File: config.mk
export PLATFORM = sky130hd
export DESIGN_NAME = rgb_led_chain_serializer_top
export DESIGN_NICKNAME = d
export VERILOG_FILES = /design/src/rtl/rlcs_pkg.sv /design/src/rtl/rlcs_pixel_store.sv /design/src/rtl/rlcs_bit_engine.sv /design/src/rtl/rgb_led_chain_serializer_top.sv
export SDC_FILE = /design/constraint.sdc
export NUM_CORES = 1
export LEC_CHECK = 0
export BUFFER_PORTS_ARGS = -buffer_cell sky130_fd_sc_hd__buf_2
export CAP_MARGIN = 40
export CORE_AREA = 4 4 140 195
export DETAILED_ROUTE_END_ITERATION = 16
export DIE_AREA = 0 0 144 199
export PLACE_DENSITY = 0.73
export RECOVER_POWER = 100
export SKIP_LAST_GASP = 1
export SYNTH_ARGS = -nofsm -noshare
export SYNTH_HDL_FRONTEND = slang
export SYNTH_SLANG_ARGS = --single-unit
export TNS_END_PERCENT = 30
File: constraint.sdc
create_clock -name clk_i -period 3.3 [get_ports clk_i]
set_input_delay 0.495 -clock clk_i [delete_from_list [all_inputs] [get_ports clk_i]]
set_output_delay 0.495 -clock clk_i [all_outputs]
set_load 0.01 [all_outputs]
File: src/rtl/rlcs_pkg.sv
`default_nettype none
// ----------------------------------------------------------------------------
// RGB LED chain serializer package
// Shared constants, codes and structs of the one-wire pixel data encoder.
// ----------------------------------------------------------------------------
package rlcs_pkg;

  // Number of RGB pixels in the chain and derived widths.
  localparam int unsigned PIXEL_COUNT = 8;
  localparam int unsigned PIX_W       = (PIXEL_COUNT > 1) ? $clog2(PIXEL_COUNT) : 1;
  localparam int unsigned BYTE_W      = 8;
  localparam int unsigned RGB_W       = 3 * BYTE_W;
  localparam int unsigned CHAN_W      = 2;
  localparam int unsigned BIT_W       = 3;
  localparam int unsigned TICK_W      = 6;
  localparam int unsigned IDX_W       = 8;
  localparam int unsigned CMD_W       = 2;
  localparam int unsigned CFG_IDX_W   = 2;

  localparam logic [PIX_W-1:0] LAST_PIX  = PIX_W'(PIXEL_COUNT - 1);
  localparam logic [BIT_W-1:0] LAST_BIT  = BIT_W'(7);

  // Color channel within one pixel, in the order they go out on the line.
  localparam logic [CHAN_W-1:0] CHAN_RED   = 2'd0;
  localparam logic [CHAN_W-1:0] CHAN_GREEN = 2'd1;
  localparam logic [CHAN_W-1:0] CHAN_BLUE  = 2'd2;

  // Timing register reset values.
  localparam logic [TICK_W-1:0] ZERO_HIGH_RST = 6'd4;
  localparam logic [TICK_W-1:0] ONE_HIGH_RST  = 6'd16;
  localparam logic [TICK_W-1:0] BIT_TICKS_RST = 6'd21;

  typedef enum logic [CMD_W-1:0] {
    CMD_SET_PIXEL = 2'd0,
    CMD_SHOW      = 2'd1,
    CMD_TICK      = 2'd2
  } cmd_e;

  typedef enum logic [CFG_IDX_W-1:0] {
    CFG_ZERO_HIGH = 2'd0,
    CFG_ONE_HIGH  = 2'd1,
    CFG_BIT_TICKS = 2'd2
  } cfg_idx_e;

  typedef enum logic {
    ST_IDLE = 1'b0,
    ST_SEND = 1'b1
  } state_e;

  // Write request into the pixel register file.
  typedef struct packed {
    logic             en;
    logic [PIX_W-1:0] pix;
    logic [RGB_W-1:0] rgb;
  } pix_wr_t;

  // Result of one transaction.
  typedef struct packed {
    logic line_level;
    logic busy;
    logic frame_done;
  } wave_res_t;

endpackage : rlcs_pkg
`default_nettype wire

File: src/rtl/rlcs_pixel_store.sv
`default_nettype none
// ----------------------------------------------------------------------------
// RGB LED chain serializer pixel store
// One 24-bit row per pixel, written whole, read through a registered port.
// ----------------------------------------------------------------------------
module rlcs_pixel_store
  import rlcs_pkg::*;
(
  input  logic              clk_i,
  input  pix_wr_t           wr_i,
  input  logic [PIX_W-1:0]  rd_pix_i,
  input  logic [CHAN_W-1:0] rd_chan_i,
  output logic [BYTE_W-1:0] rd_byte_o
);

  // Contents are undefined until written, so there is no reset here.
  logic [RGB_W-1:0]  rows_q [PIXEL_COUNT];
  logic [RGB_W-1:0]  rd_row_q;
  logic [CHAN_W-1:0] rd_chan_q;

  always_ff @(posedge clk_i) begin
    if (wr_i.en) begin
      rows_q[wr_i.pix] <= wr_i.rgb;
    end
    // A row written in the same cycle is passed straight to the read port.
    if (wr_i.en && (wr_i.pix == rd_pix_i)) begin
      rd_row_q <= wr_i.rgb;
    end else begin
      rd_row_q <= rows_q[rd_pix_i];
    end
    rd_chan_q <= rd_chan_i;
  end

  always_comb begin
    unique case (rd_chan_q)
      CHAN_RED:   rd_byte_o = rd_row_q[3*BYTE_W-1:2*BYTE_W];
      CHAN_GREEN: rd_byte_o = rd_row_q[2*BYTE_W-1:BYTE_W];
      CHAN_BLUE:  rd_byte_o = rd_row_q[BYTE_W-1:0];
      default:    rd_byte_o = '0;
    endcase
  end

endmodule : rlcs_pixel_store
`default_nettype wire

File: src/rtl/rlcs_bit_engine.sv
`default_nettype none
// ----------------------------------------------------------------------------
// RGB LED chain serializer bit engine
// Frame sequencer: byte, bit and tick counters and the line level decision.
// ----------------------------------------------------------------------------
module rlcs_bit_engine
  import rlcs_pkg::*;
(
  input  logic              clk_i,
  input  logic              rst_ni,
  input  logic              step_i,
  input  cmd_e              cmd_i,
  input  logic [IDX_W-1:0]  pixel_index_i,
  input  logic [RGB_W-1:0]  rgb_i,
  input  logic [TICK_W-1:0] zero_high_i,
  input  logic [TICK_W-1:0] one_high_i,
  input  logic [TICK_W-1:0] bit_ticks_i,
  input  logic [BYTE_W-1:0] rd_byte_i,
  output logic [PIX_W-1:0]  rd_pix_o,
  output logic [CHAN_W-1:0] rd_chan_o,
  output pix_wr_t           wr_o,
  output wave_res_t         res_o
);

  state_e              state_q, state_d;
  logic [PIX_W-1:0]    pix_q, pix_d;
  logic [CHAN_W-1:0]   chan_q, chan_d;
  logic [BIT_W-1:0]    bit_q, bit_d;
  logic [TICK_W-1:0]   tick_q, tick_d;
  logic [BYTE_W-1:0]   shift_q, shift_d;

  logic [PIX_W-1:0]    nxt_pix;
  logic [CHAN_W-1:0]   nxt_chan;
  logic                last_byte;
  logic [TICK_W-1:0]   high_ticks;
  logic [TICK_W-1:0]   tick_inc;
  logic                bit_end;
  logic                idx_ok;

  // Whether the current byte is the last one, and the position of the byte after it.
  assign last_byte = (pix_q == LAST_PIX) && (chan_q == CHAN_BLUE);
  assign nxt_chan  = (chan_q == CHAN_BLUE) ? CHAN_RED : chan_q + 1'b1;
  assign nxt_pix   = (chan_q == CHAN_BLUE) ? pix_q + 1'b1 : pix_q;

  // A show starts at byte zero; during a frame the next byte is prefetched
  // through the registered store port, and the last byte points back at byte
  // zero so that it is ready for the next show.
  assign rd_pix_o  = ((state_q == ST_IDLE) || last_byte) ? '0 : nxt_pix;
  assign rd_chan_o = (state_q == ST_IDLE) ? CHAN_RED : nxt_chan;

  assign high_ticks = shift_q[BYTE_W-1] ? one_high_i : zero_high_i;
  assign tick_inc   = tick_q + 1'b1;
  assign bit_end    = (tick_inc >= bit_ticks_i) || (tick_inc == '0);
  assign idx_ok     = ({1'b0, pixel_index_i} < (IDX_W + 1)'(PIXEL_COUNT));

  always_ff @(posedge clk_i or negedge rst_ni) begin
    if (!rst_ni) begin
      state_q <= ST_IDLE;
      pix_q   <= '0;
      chan_q  <= CHAN_RED;
      bit_q   <= '0;
      tick_q  <= '0;
      shift_q <= '0;
    end else begin
      state_q <= state_d;
      pix_q   <= pix_d;
      chan_q  <= chan_d;
      bit_q   <= bit_d;
      tick_q  <= tick_d;
      shift_q <= shift_d;
    end
  end

  always_comb begin
    state_d = state_q;
    pix_d   = pix_q;
    chan_d  = chan_q;
    bit_d   = bit_q;
    tick_d  = tick_q;
    shift_d = shift_q;
    wr_o.en  = 1'b0;
    wr_o.pix = pixel_index_i[PIX_W-1:0];
    wr_o.rgb = rgb_i;
    res_o.line_level = 1'b0;
    res_o.busy       = (state_q == ST_SEND);
    res_o.frame_done = 1'b0;

    if (step_i) begin
      unique case (cmd_i)
        CMD_SET_PIXEL: begin
          wr_o.en = (state_q == ST_IDLE) && idx_ok;
        end
        CMD_SHOW: begin
          res_o.busy = 1'b1;
          if (state_q == ST_IDLE) begin
            state_d = ST_SEND;
            pix_d   = '0;
            chan_d  = CHAN_RED;
            bit_d   = '0;
            tick_d  = '0;
            shift_d = rd_byte_i;
          end
        end
        CMD_TICK: begin
          if (state_q == ST_SEND) begin
            res_o.line_level = (tick_q < high_ticks);
            if (bit_end) begin
              tick_d = '0;
              if (bit_q == LAST_BIT) begin
                bit_d = '0;
                if (last_byte) begin
                  state_d = ST_IDLE;
                  pix_d   = '0;
                  chan_d  = CHAN_RED;
                  shift_d = '0;
                  res_o.frame_done = 1'b1;
                end else begin
                  pix_d   = nxt_pix;
                  chan_d  = nxt_chan;
                  shift_d = rd_byte_i;
                end
              end else begin
                bit_d   = bit_q + 1'b1;
                shift_d = {shift_q[BYTE_W-2:0], 1'b0};
              end
            end else begin
              tick_d = tick_inc;
            end
          end
        end
        default: begin
          // Unused command code: no effect.
        end
      endcase
    end
  end

endmodule : rlcs_bit_engine
`default_nettype wire

File: src/rtl/rgb_led_chain_serializer_top.sv
`default_nettype none
// ----------------------------------------------------------------------------
// RGB LED chain serializer top level
// One-wire LED data encoder with pixel store, timing registers and handshake.
// ----------------------------------------------------------------------------
// The block holds one frame of eight RGB pixels and turns it into the pulse
// waveform of a one-wire LED chain. Each input transaction is a set-pixel, a
// show or a tick command, and each one returns exactly one result transaction
// carrying the line level, the busy flag and the frame-done flag. The block
// accepts one transaction per clock cycle while in_stall_o is low; each
// passes through an input register and then a result register, which
// presents its result on the output until it is taken. When the output side
// stalls, the result register holds its value and the input side stalls as
// soon as the input register is also occupied. A frame of 24 bytes takes
// 24 * 8 * bit_ticks tick transactions, one tick per bit when bit_ticks is
// 0 or 1; set-pixel and show commands are ignored while a frame is in
// flight. Timing registers are to be written through the plain write port
// only while no transaction is in the pipeline; the block itself does not
// enforce this. A change made during a frame applies from the next tick on.
module rgb_led_chain_serializer_top
  import rlcs_pkg::*;
(
  input  logic                 clk_i,
  input  logic                 rst_ni,
  // Configuration write port.
  input  logic                 cfg_we_i,
  input  logic [CFG_IDX_W-1:0] cfg_index_i,
  input  logic [TICK_W-1:0]    cfg_data_i,
  // Input channel.
  input  logic                 in_valid_i,
  output logic                 in_stall_o,
  input  logic [CMD_W-1:0]     command_i,
  input  logic [IDX_W-1:0]     pixel_index_i,
  input  logic [BYTE_W-1:0]    red_i,
  input  logic [BYTE_W-1:0]    green_i,
  input  logic [BYTE_W-1:0]    blue_i,
  // Output channel.
  output logic                 out_valid_o,
  input  logic                 out_stall_i,
  output logic                 line_level_o,
  output logic                 busy_res_o,
  output logic                 frame_done_o
);

  // Timing registers.
  logic [TICK_W-1:0] zero_high_q, one_high_q, bit_ticks_q;

  // Input register stage.
  logic              in_vld_q;
  cmd_e              cmd_q;
  logic [IDX_W-1:0]  idx_q;
  logic [RGB_W-1:0]  rgb_q;

  // Result register stage.
  logic              out_vld_q;
  wave_res_t         res_q;

  logic              out_free;
  logic              advance;
  logic              in_accept;
  wave_res_t         res_d;
  pix_wr_t           pix_wr;
  logic [PIX_W-1:0]  rd_pix;
  logic [CHAN_W-1:0] rd_chan;
  logic [BYTE_W-1:0] rd_byte;

  // The result register can take a new value when it is empty or being drained.
  assign out_free  = !out_vld_q || !out_stall_i;
  // The transaction in the input register is processed when its result fits.
  assign advance   = in_vld_q && out_free;
  assign in_stall_o = in_vld_q && !out_free;
  assign in_accept = in_valid_i && !in_stall_o;

  always_ff @(posedge clk_i or negedge rst_ni) begin
    if (!rst_ni) begin
      zero_high_q <= ZERO_HIGH_RST;
      one_high_q  <= ONE_HIGH_RST;
      bit_ticks_q <= BIT_TICKS_RST;
    end else if (cfg_we_i) begin
      unique case (cfg_idx_e'(cfg_index_i))
        CFG_ZERO_HIGH: zero_high_q <= cfg_data_i;
        CFG_ONE_HIGH:  one_high_q  <= cfg_data_i;
        CFG_BIT_TICKS: bit_ticks_q <= cfg_data_i;
        default: begin
          // Writes beyond the register list are dropped.
        end
      endcase
    end
  end

  always_ff @(posedge clk_i or negedge rst_ni) begin
    if (!rst_ni) begin
      in_vld_q  <= 1'b0;
      out_vld_q <= 1'b0;
    end else begin
      if (in_accept) begin
        in_vld_q <= 1'b1;
      end else if (advance) begin
        in_vld_q <= 1'b0;
      end
      if (advance) begin
        out_vld_q <= 1'b1;
      end else if (!out_stall_i) begin
        out_vld_q <= 1'b0;
      end
    end
  end

  // Payload registers carry no reset.
  always_ff @(posedge clk_i) begin
    if (in_accept) begin
      cmd_q <= cmd_e'(command_i);
      idx_q <= pixel_index_i;
      rgb_q <= {red_i, green_i, blue_i};
    end
    if (advance) begin
      res_q <= res_d;
    end
  end

  rlcs_pixel_store u_store (
    .clk_i     (clk_i),
    .wr_i      (pix_wr),
    .rd_pix_i  (rd_pix),
    .rd_chan_i (rd_chan),
    .rd_byte_o (rd_byte)
  );

  rlcs_bit_engine u_engine (
    .clk_i         (clk_i),
    .rst_ni        (rst_ni),
    .step_i        (advance),
    .cmd_i         (cmd_q),
    .pixel_index_i (idx_q),
    .rgb_i         (rgb_q),
    .zero_high_i   (zero_high_q),
    .one_high_i    (one_high_q),
    .bit_ticks_i   (bit_ticks_q),
    .rd_byte_i     (rd_byte),
    .rd_pix_o      (rd_pix),
    .rd_chan_o     (rd_chan),
    .wr_o          (pix_wr),
    .res_o         (res_d)
  );

  assign out_valid_o  = out_vld_q;
  assign line_level_o = res_q.line_level;
  assign busy_res_o   = res_q.busy;
  assign frame_done_o = res_q.frame_done;

  // A driven line or an end of frame can only be reported while sending.
  a_done_busy : assert property (@(posedge clk_i) disable iff (!rst_ni)
    out_vld_q && (res_q.frame_done || res_q.line_level) |-> res_q.busy)
    else $error("frame_done or line_level reported without busy");

  // The input side is held back only when both stages are occupied.
  a_stall_full : assert property (@(posedge clk_i) disable iff (!rst_ni)
    in_stall_o |-> in_vld_q && out_vld_q)
    else $error("input stalled while a stage was free");

  // A processed transaction always lands in the result register.
  a_advance_out : assert property (@(posedge clk_i) disable iff (!rst_ni)
    advance |=> out_vld_q)
    else $error("processed transaction lost its result");

  // No pixel write can happen while a frame is in flight.
  a_no_write_busy : assert property (@(posedge clk_i) disable iff (!rst_ni)
    pix_wr.en |-> !res_d.busy)
    else $error("pixel store written during a frame");

endmodule : rgb_led_chain_serializer_top
`default_nettype wire

# After elaboration in Yosys (flattened, before gate mapping)
# Memory sizes are Yosys's and may differ from the RTL's. A register that Yosys moved wholly into a read port is not among the register bits.
# Index checks and enable logic that the tools add are counted.
classes:
  addsub: 4
  multipliers: 0
  div_mod_pow: 0
  magnitude_cmp: 3
  n_eq_ne: 14
  shifts: 0
  muxes: 45
  bitwise_logic: 1
  reduce_logical: 27
ops:
  columns: ["op", "n"]
  rows:
  - ["8-bit two-way mux", 5]
  - ["3-bit two-way mux", 10]
  - ["6-bit two-way mux", 4]
  - ["8-bit one-hot mux with 3 select lines", 1]
  - ["8-bit one-hot mux with 2 select lines", 1]
  - ["1-bit two-way mux", 13]
  - ["2-bit two-way mux", 6]
  - ["3-bit one-hot mux with 2 select lines", 2]
  - ["6-bit one-hot mux with 2 select lines", 1]
  - ["2-bit AND reduction", 5]
  - ["2-bit equality test, second input constant", 4]
  - ["8-bit by 4-bit < comparator with 1-bit output, second input constant", 1]
  - ["2-bit by 1-bit != test with 1-bit output, second input constant", 4]
  - ["4-bit AND reduction", 2]
  - ["3-bit by 1-bit adder with 3-bit output, second input constant", 2]
  - ["6-bit by 1-bit adder with 6-bit output, second input constant", 1]
  - ["2-bit by 1-bit equality test with 1-bit output, second input constant", 3]
  - ["3-bit equality test, second input constant", 2]
  - ["6-bit >= comparator", 1]
  - ["2-bit zero test", 3]
  - ["6-bit zero test", 1]
  - ["6-bit < comparator", 1]
  - ["6-bit AND reduction", 1]
  - ["1-bit logical AND", 5]
  - ["9 further kinds", 15]
word_totals:
  regBits: 82
  latchBits: 0
  mem_bits_rw: 192
  rom_bits: 0
  inputBits: 47
  out_inout_bits: 5
  n_memories: 1
mem_list:
  columns: ["memory", "words", "word_bits", "read_ports", "rd_clocked_by_memory_dff", "write_ports", "line", "text"]
  rows:
  - ["u_store.rows_q", 8, 24, 1, 1, 1, "rlcs_pixel_store.sv:17", "logic [RGB_W-1:0] rows_q [PIXEL_COUNT];"]

# Depth between registers and ports, before layout
depth:
  depth_word: 7
  depth_mapped: 10

# Hierarchy
# A second synthesis with hierarchy kept.
hier_totals:
  hier_cells: 712
  hier_area_um2: 11594.9
by_module_without_submodules:
  columns: ["module", "instances", "cells_each", "area_each_um2", "seq_area_each_um2"]
  rows:
  - ["rlcs_pixel_store", 1, 399, 7687.4, 5865.6]
  - ["rlcs_bit_engine", 1, 229, 2009.4, 575.6]
  - ["rgb_led_chain_serializer_top", 1, 84, 1898.1, 1617.8]

# Worst setup path before layout
# No wires, ideal clock.
synth_path:
  kind: "reg2reg"
  from: "register u_engine.state_q"
  to: "memory u_store.rows_q[0][0] in the netlist's numbering, enable pin"
  t_arrival_ps: 2768
  setup_slack_ps: 97
  stages_incl_launch_ff: 5
  synth_period_minus_slack_ps: 3203
  cell_sequence: "dfrtp_1 -> clkbuf_1 -> nor4b_1 -> nand4b_1 -> nor3_1"
synth_between:
  elab_chain_cells: 6
synth_rtl:
  columns: ["element", "line", "text"]
  rows:
  - ["start: declaration", "rlcs_bit_engine.sv:25", "state_e state_q, state_d;"]
  - ["start signal: assignment", "rlcs_bit_engine.sv:65", "state_q <= state_d;"]
  - ["1-bit inverter", "rlcs_bit_engine.sv:91", "wr_o.en = (state_q == ST_IDLE) && idx_ok;"]
  - ["1-bit logical AND", "rlcs_bit_engine.sv:91", null]
  - ["1-bit two-way mux", "rlcs_bit_engine.sv:89", "unique case (cmd_i)"]
  - ["1-bit two-way mux", "rlcs_bit_engine.sv:88", "if (step_i) begin"]
  - ["1-bit two-way mux", "rlcs_pixel_store.sv:22", "if (wr_i.en) begin"]
  - ["1-bit two-way mux (implied by the code)", "rlcs_pixel_store.sv:23", "rows_q[wr_i.pix] <= wr_i.rgb;"]
  - ["end: declaration", "rlcs_pixel_store.sv:17", null]
# Every way passes these cells.

# Worst setup path after layout
layout_path:
  from: "register u_engine.tick_q[0]"
  to: "register res_q (netlist bit frame_done_o) (data pin)"
layout_between:
  elab_chain_cells: 4
  word_cells_on_any_way: 5
  classes_between: "add/sub: 1; order compare: 1; reduce/logical: 3"
layout_rtl:
  columns: ["element", "line", "text"]
  rows:
  - ["start: declaration", "rlcs_bit_engine.sv:29", "logic [TICK_W-1:0] tick_q, tick_d;"]
  - ["start signal: assignment", "rlcs_bit_engine.sv:69", "tick_q <= tick_d;"]
  - ["6-bit by 1-bit adder with 6-bit output (*)", "rlcs_bit_engine.sv:52", "assign tick_inc = tick_q + 1'b1;"]
  - ["6-bit >= comparator or 6-bit zero test (tied branches)", "rlcs_bit_engine.sv:53", "assign bit_end = (tick_inc >= bit_ticks_i) || (tick_inc == '0);"]
  - ["1-bit logical OR (*)", "rlcs_bit_engine.sv:53", null]
  - ["4-bit AND reduction (no source line) (*)", null, null]
  - ["end signal: assignment", "rgb_led_chain_serializer_top.sv:117", "res_q <= res_d;"]
  - ["end: declaration", "rgb_led_chain_serializer_top.sv:56", "wave_res_t res_q;"]
# Mark *: on every way between the ends. The rest lies on a longest branch, timed or not.
# A chain may end at the register's enable or synchronous reset.

==> results.toml <==
[global_routing]
grt_first_pass_wirelength_mm = 34.3
grt_max_degree = 36
grt_pass1_vias = 6213
overflow = 0
grt_use_total_pct = 15.5
antenna_found_initial = 0

[clock_network]
cts.sink_count = 277
clockBufferDepth = 3
cts_resized = 0
cts_root_buffer = "clkbuf_16"
numCtsBuffers = 26
cts_tree = "done"
clock_latency_ns = 0.53
cts.clk_slew.worst_paths_ns = 0.06
htree_levels = 1

[placed_design]
io_buffers = 51
gp_congestion = 0.818
place_hpwl_mm = 13.9

[synth]
synth_seq_cells = 277
synthesis.nets = 690
synth_area_mm2 = 0.0114
ys_seq_area_share_pct = 71.0
synth_warnings = 0
synth_cells = 624
synthArstFlopShare_pct = 15.5
synth-edff-count = 229
synth_ff_type = "edfxtp_1"
ys_types = 63
avgSynthCellArea_um2 = 18.2

[power_and_ir_drop]
power_mw = 8.96
vdd_drop_max_mv = 0.390
power.leakage_nw = 4.57
p_switching_mw = 2.27
pwr-share-clk_pct = 35.2
p_seq_share_pct = 47.9
combinationalPowerShare_pct = 17.0
intPower_mw = 6.70
switching_share_pct = 25.3
p_per_area_mw_per_mm2 = 694

[drt]
drt_first_pass_iters = 5
first_iter_violations = 371
ant_nets = 0
routed_via_density = 5.62
wl_mm = 21.8
vias = 5826
routedWlPerCell_um = 21.1
drc = 0

[job]
maxCapViolations = 2

[finish]
area_growth_pct = 13.7
n_antenna_cell = 0
drive_gt1_share_pct = 25.1
finalNetCount = 763

[worst_setup_path]
cp-start-kind = "flip-flop"
cp_max_fo = 9
crit_required_ns = 3.58
rrSetupSlack_ns = 0.36
critPathArrivalTime_ns = 3.21
critPathTopFamily = "compound AO/OA/AOI/OAI gates"
path_buf_inv = 0
crit_top_cell = "ha_1"
cp-end-kind = "flip-flop"
critPathMaxStageDelay_ns = 0.50
path_cells = "ha_1 -> and3_1 -> xor2_1 -> ha_1 -> a21oi_1 -> o22ai_2 -> a211oi_2 -> or2_0 -> nor2_1"
crit_type = "reg -> reg"
slowest_stage = "a211oi_2"

[floorplan]
ios = 52
die_w_um = 144
start_util_pct = 44.6
num_rows = 69
die_area_mm2 = 0.0287
die_height_um = 199
core-area_mm2 = 0.0255

[sta]
fin_skew_ns = 0.0131
tightest_slew_ns = 2.33
drv_slew = 71
rsz0062_at_grt = "false"
final-hold-violation-count = 0
relSlewSlack_pct = -55.3
finalSetupViolCount = 0
fin_tns_setup_ns = 0
finalCriticalPeriod_ns = 2.94
period_share_pct = 89.0
max_freq_mhz = 341

[run_status]
status = "complete, but fails checks"
violations = "max-capacitance violations, max-slew violations"

[min_path]
hp-class = "in -> reg"
## synth_stat cells, types with 4 or more instances
master | instances | share of area, %
edfxtp_1 | 229 | 61
mux2i_1 | 45 | 4.0
dfrtp_1 | 38 | 8.4
mux4_2 | 30 | 5.9
mux2_2 | 25 | 2.5
nor3_1 | 23 | 1.0
ha_1 | 19 | 2.1
inv_1 | 19 | 0.63
nor2_1 | 14 | 0.46
mux4_1 | 12 | 2.8
nand2_1 | 12 | 0.40
buf_2 | 11 | 0.48
nand3_1 | 11 | 0.48
nor2b_1 | 11 | 0.61
a21oi_1 | 10 | 0.44
clkbuf_1 | 8 | 0.26
nand2b_1 | 7 | 0.39
nand3b_1 | 7 | 0.46
and3_1 | 6 | 0.33
a2111oi_1 | 5 | 0.44
dfstp_2 | 5 | 1.2
dfxtp_1 | 5 | 0.88
nor3b_1 | 5 | 0.33
and2_1 | 4 | 0.22
## kinds of logic (layout without fill, tap and decap cells)
| group | after synthesis | after routing | synth area share [%] |
|---|---|---|---|
| xor+xnor | 4 | 4 | 0.309 |
| buf+inv | 44 | 137 | 1.95 |
| compound gates | 54 | 54 | 3.90 |
| simple gates | 114 | 114 | 5.61 |
| flops | 277 | 277 | 71.0 |
| mux | 112 | 112 | 15.2 |
| fa+ha+maj | 19 | 19 | 2.09 |
## per-stage QoR
step / cells / hold WS (ns) / area [um^2] / utilization, % / worst slack, ns
final: 1036 / 0.139 / 12900 / 50.7 / 0.363
after global placement: 985 / 0.463 / 12000 / 47.2 / 0.610
after global routing: 1036 / 0.118 / 12900 / 50.7 / 0.113
after CTS: 1035 / 0.118 / 13000 / 50.9 / 0.458
after floorplan: 624 / 0.199 / 11400 / - / 0.0967
after detailed placement: 986 / 0.376 / 12000 / 47.3 / 0.471
## area by class of cell
| type | instances | area (um^2) |
|---|---|---|
| Multi-Input combinational cell | 303 | 3080 |
| Inverter | 19 | 71.3 |
| Timing Repair Buffer | 70 | 379 |
| Tap cell | 319 | 399 |
| Clock buffer | 27 | 676 |
| Sequential cell | 277 | 8060 |
| Clock inverter | 21 | 243 |
| Fill cell | 1990 | 12600 |
## state kept, by name, indices dropped and copies added (netlist names), named ones only
signal	cells
bit_ticks_q	6
busy_res_o	1
cmd_q	2
frame_done_o	1
idx_q	8
in_vld_q	1
line_level_o	1
one_high_q	6
out_valid_o	1
rgb_q	24
u_engine.bit_q	3
u_engine.chan_q	2
u_engine.pix_q	3
u_engine.shift_q	8
u_engine.state_q	1
u_engine.tick_q	6
u_store.rd_chan_q	2
u_store.rows_q	192
zero_high_q	6
## final timing paths
check,from,end,cells after the start
worst min-delay path,blue_i[2],rgb_q[2],1
worst max-delay path,u_engine.tick_q[0],frame_done_o,9
worst max register to register,u_engine.tick_q[0],frame_done_o,9
max in group asynchronous,rst_ni,u_engine.shift_q[0],3
worst min register to register,in_vld_q,out_valid_o,1
min in group asynchronous,rst_ni,u_engine.chan_q[1],2
## routing by layer
layer	share of wire [%]	GRT usage [%]	wire length [um]	vias to the layer above
met4	3.4	5.83	737	0
met2	53	27.8	11600	194
li1	-	-	-	2639
met1	38	19.0	8360	2947
met5	0	0	0	-
met3	5.2	2.28	1130	46
## worst reg2reg max path: stages (launching register included)
cell and delay [ns]:
dfrtp_1 0.47, ha_1 0.29, and3_1 0.26, xor2_1 0.19
ha_1 0.27, a21oi_1 0.19, o22ai_2 0.14, a211oi_2 0.50
or2_0 0.28, nor2_1 0.09
## power groups by stage
stage / combinational (mW) / sequential [mW] / clock (mW)
finish: 1.52 / 4.29 / 3.15
global placement: 1.49 / 4.35 / 0
floorplan: 1.36 / 4.15 / 0
CTS: 1.55 / 4.30 / 3.23
global route: 1.66 / 4.33 / 3.37
detailed placement: 1.54 / 4.37 / 0
## layout by cell type (no fill, tap or decap), types with 5 or more instances in the layout
cell type / n
edfxtp_1: 229
mux2i_1: 45
buf_2: 43
dfrtp_1: 38
mux4_2: 30
clkbuf_16: 27
mux2_2: 25
nor3_1: 23
inv_1: 19
ha_1: 19
nand2_1: 12
mux4_1: 12
nand3_1: 11
nor2b_1: 11
a21oi_1: 10
clkbuf_1: 9
clkbuf_2: 9
nor2_1: 8
clkinv_2: 8
nand2b_1: 7
nand3b_1: 7
and3_1: 6
nor2_2: 6
buf_4: 6
nor3b_1: 5
a2111oi_1: 5
dfstp_2: 5
bufinv_16: 5
## repair_timing
| action | CTS | global route |
|---|---|---|
| hold endpoints to repair | 8 | 0 |
| hold buffers | 1 | 0 |
| setup buffers | 0 | 0 |
No activity file was read; power rests on OpenSTA's default activity.
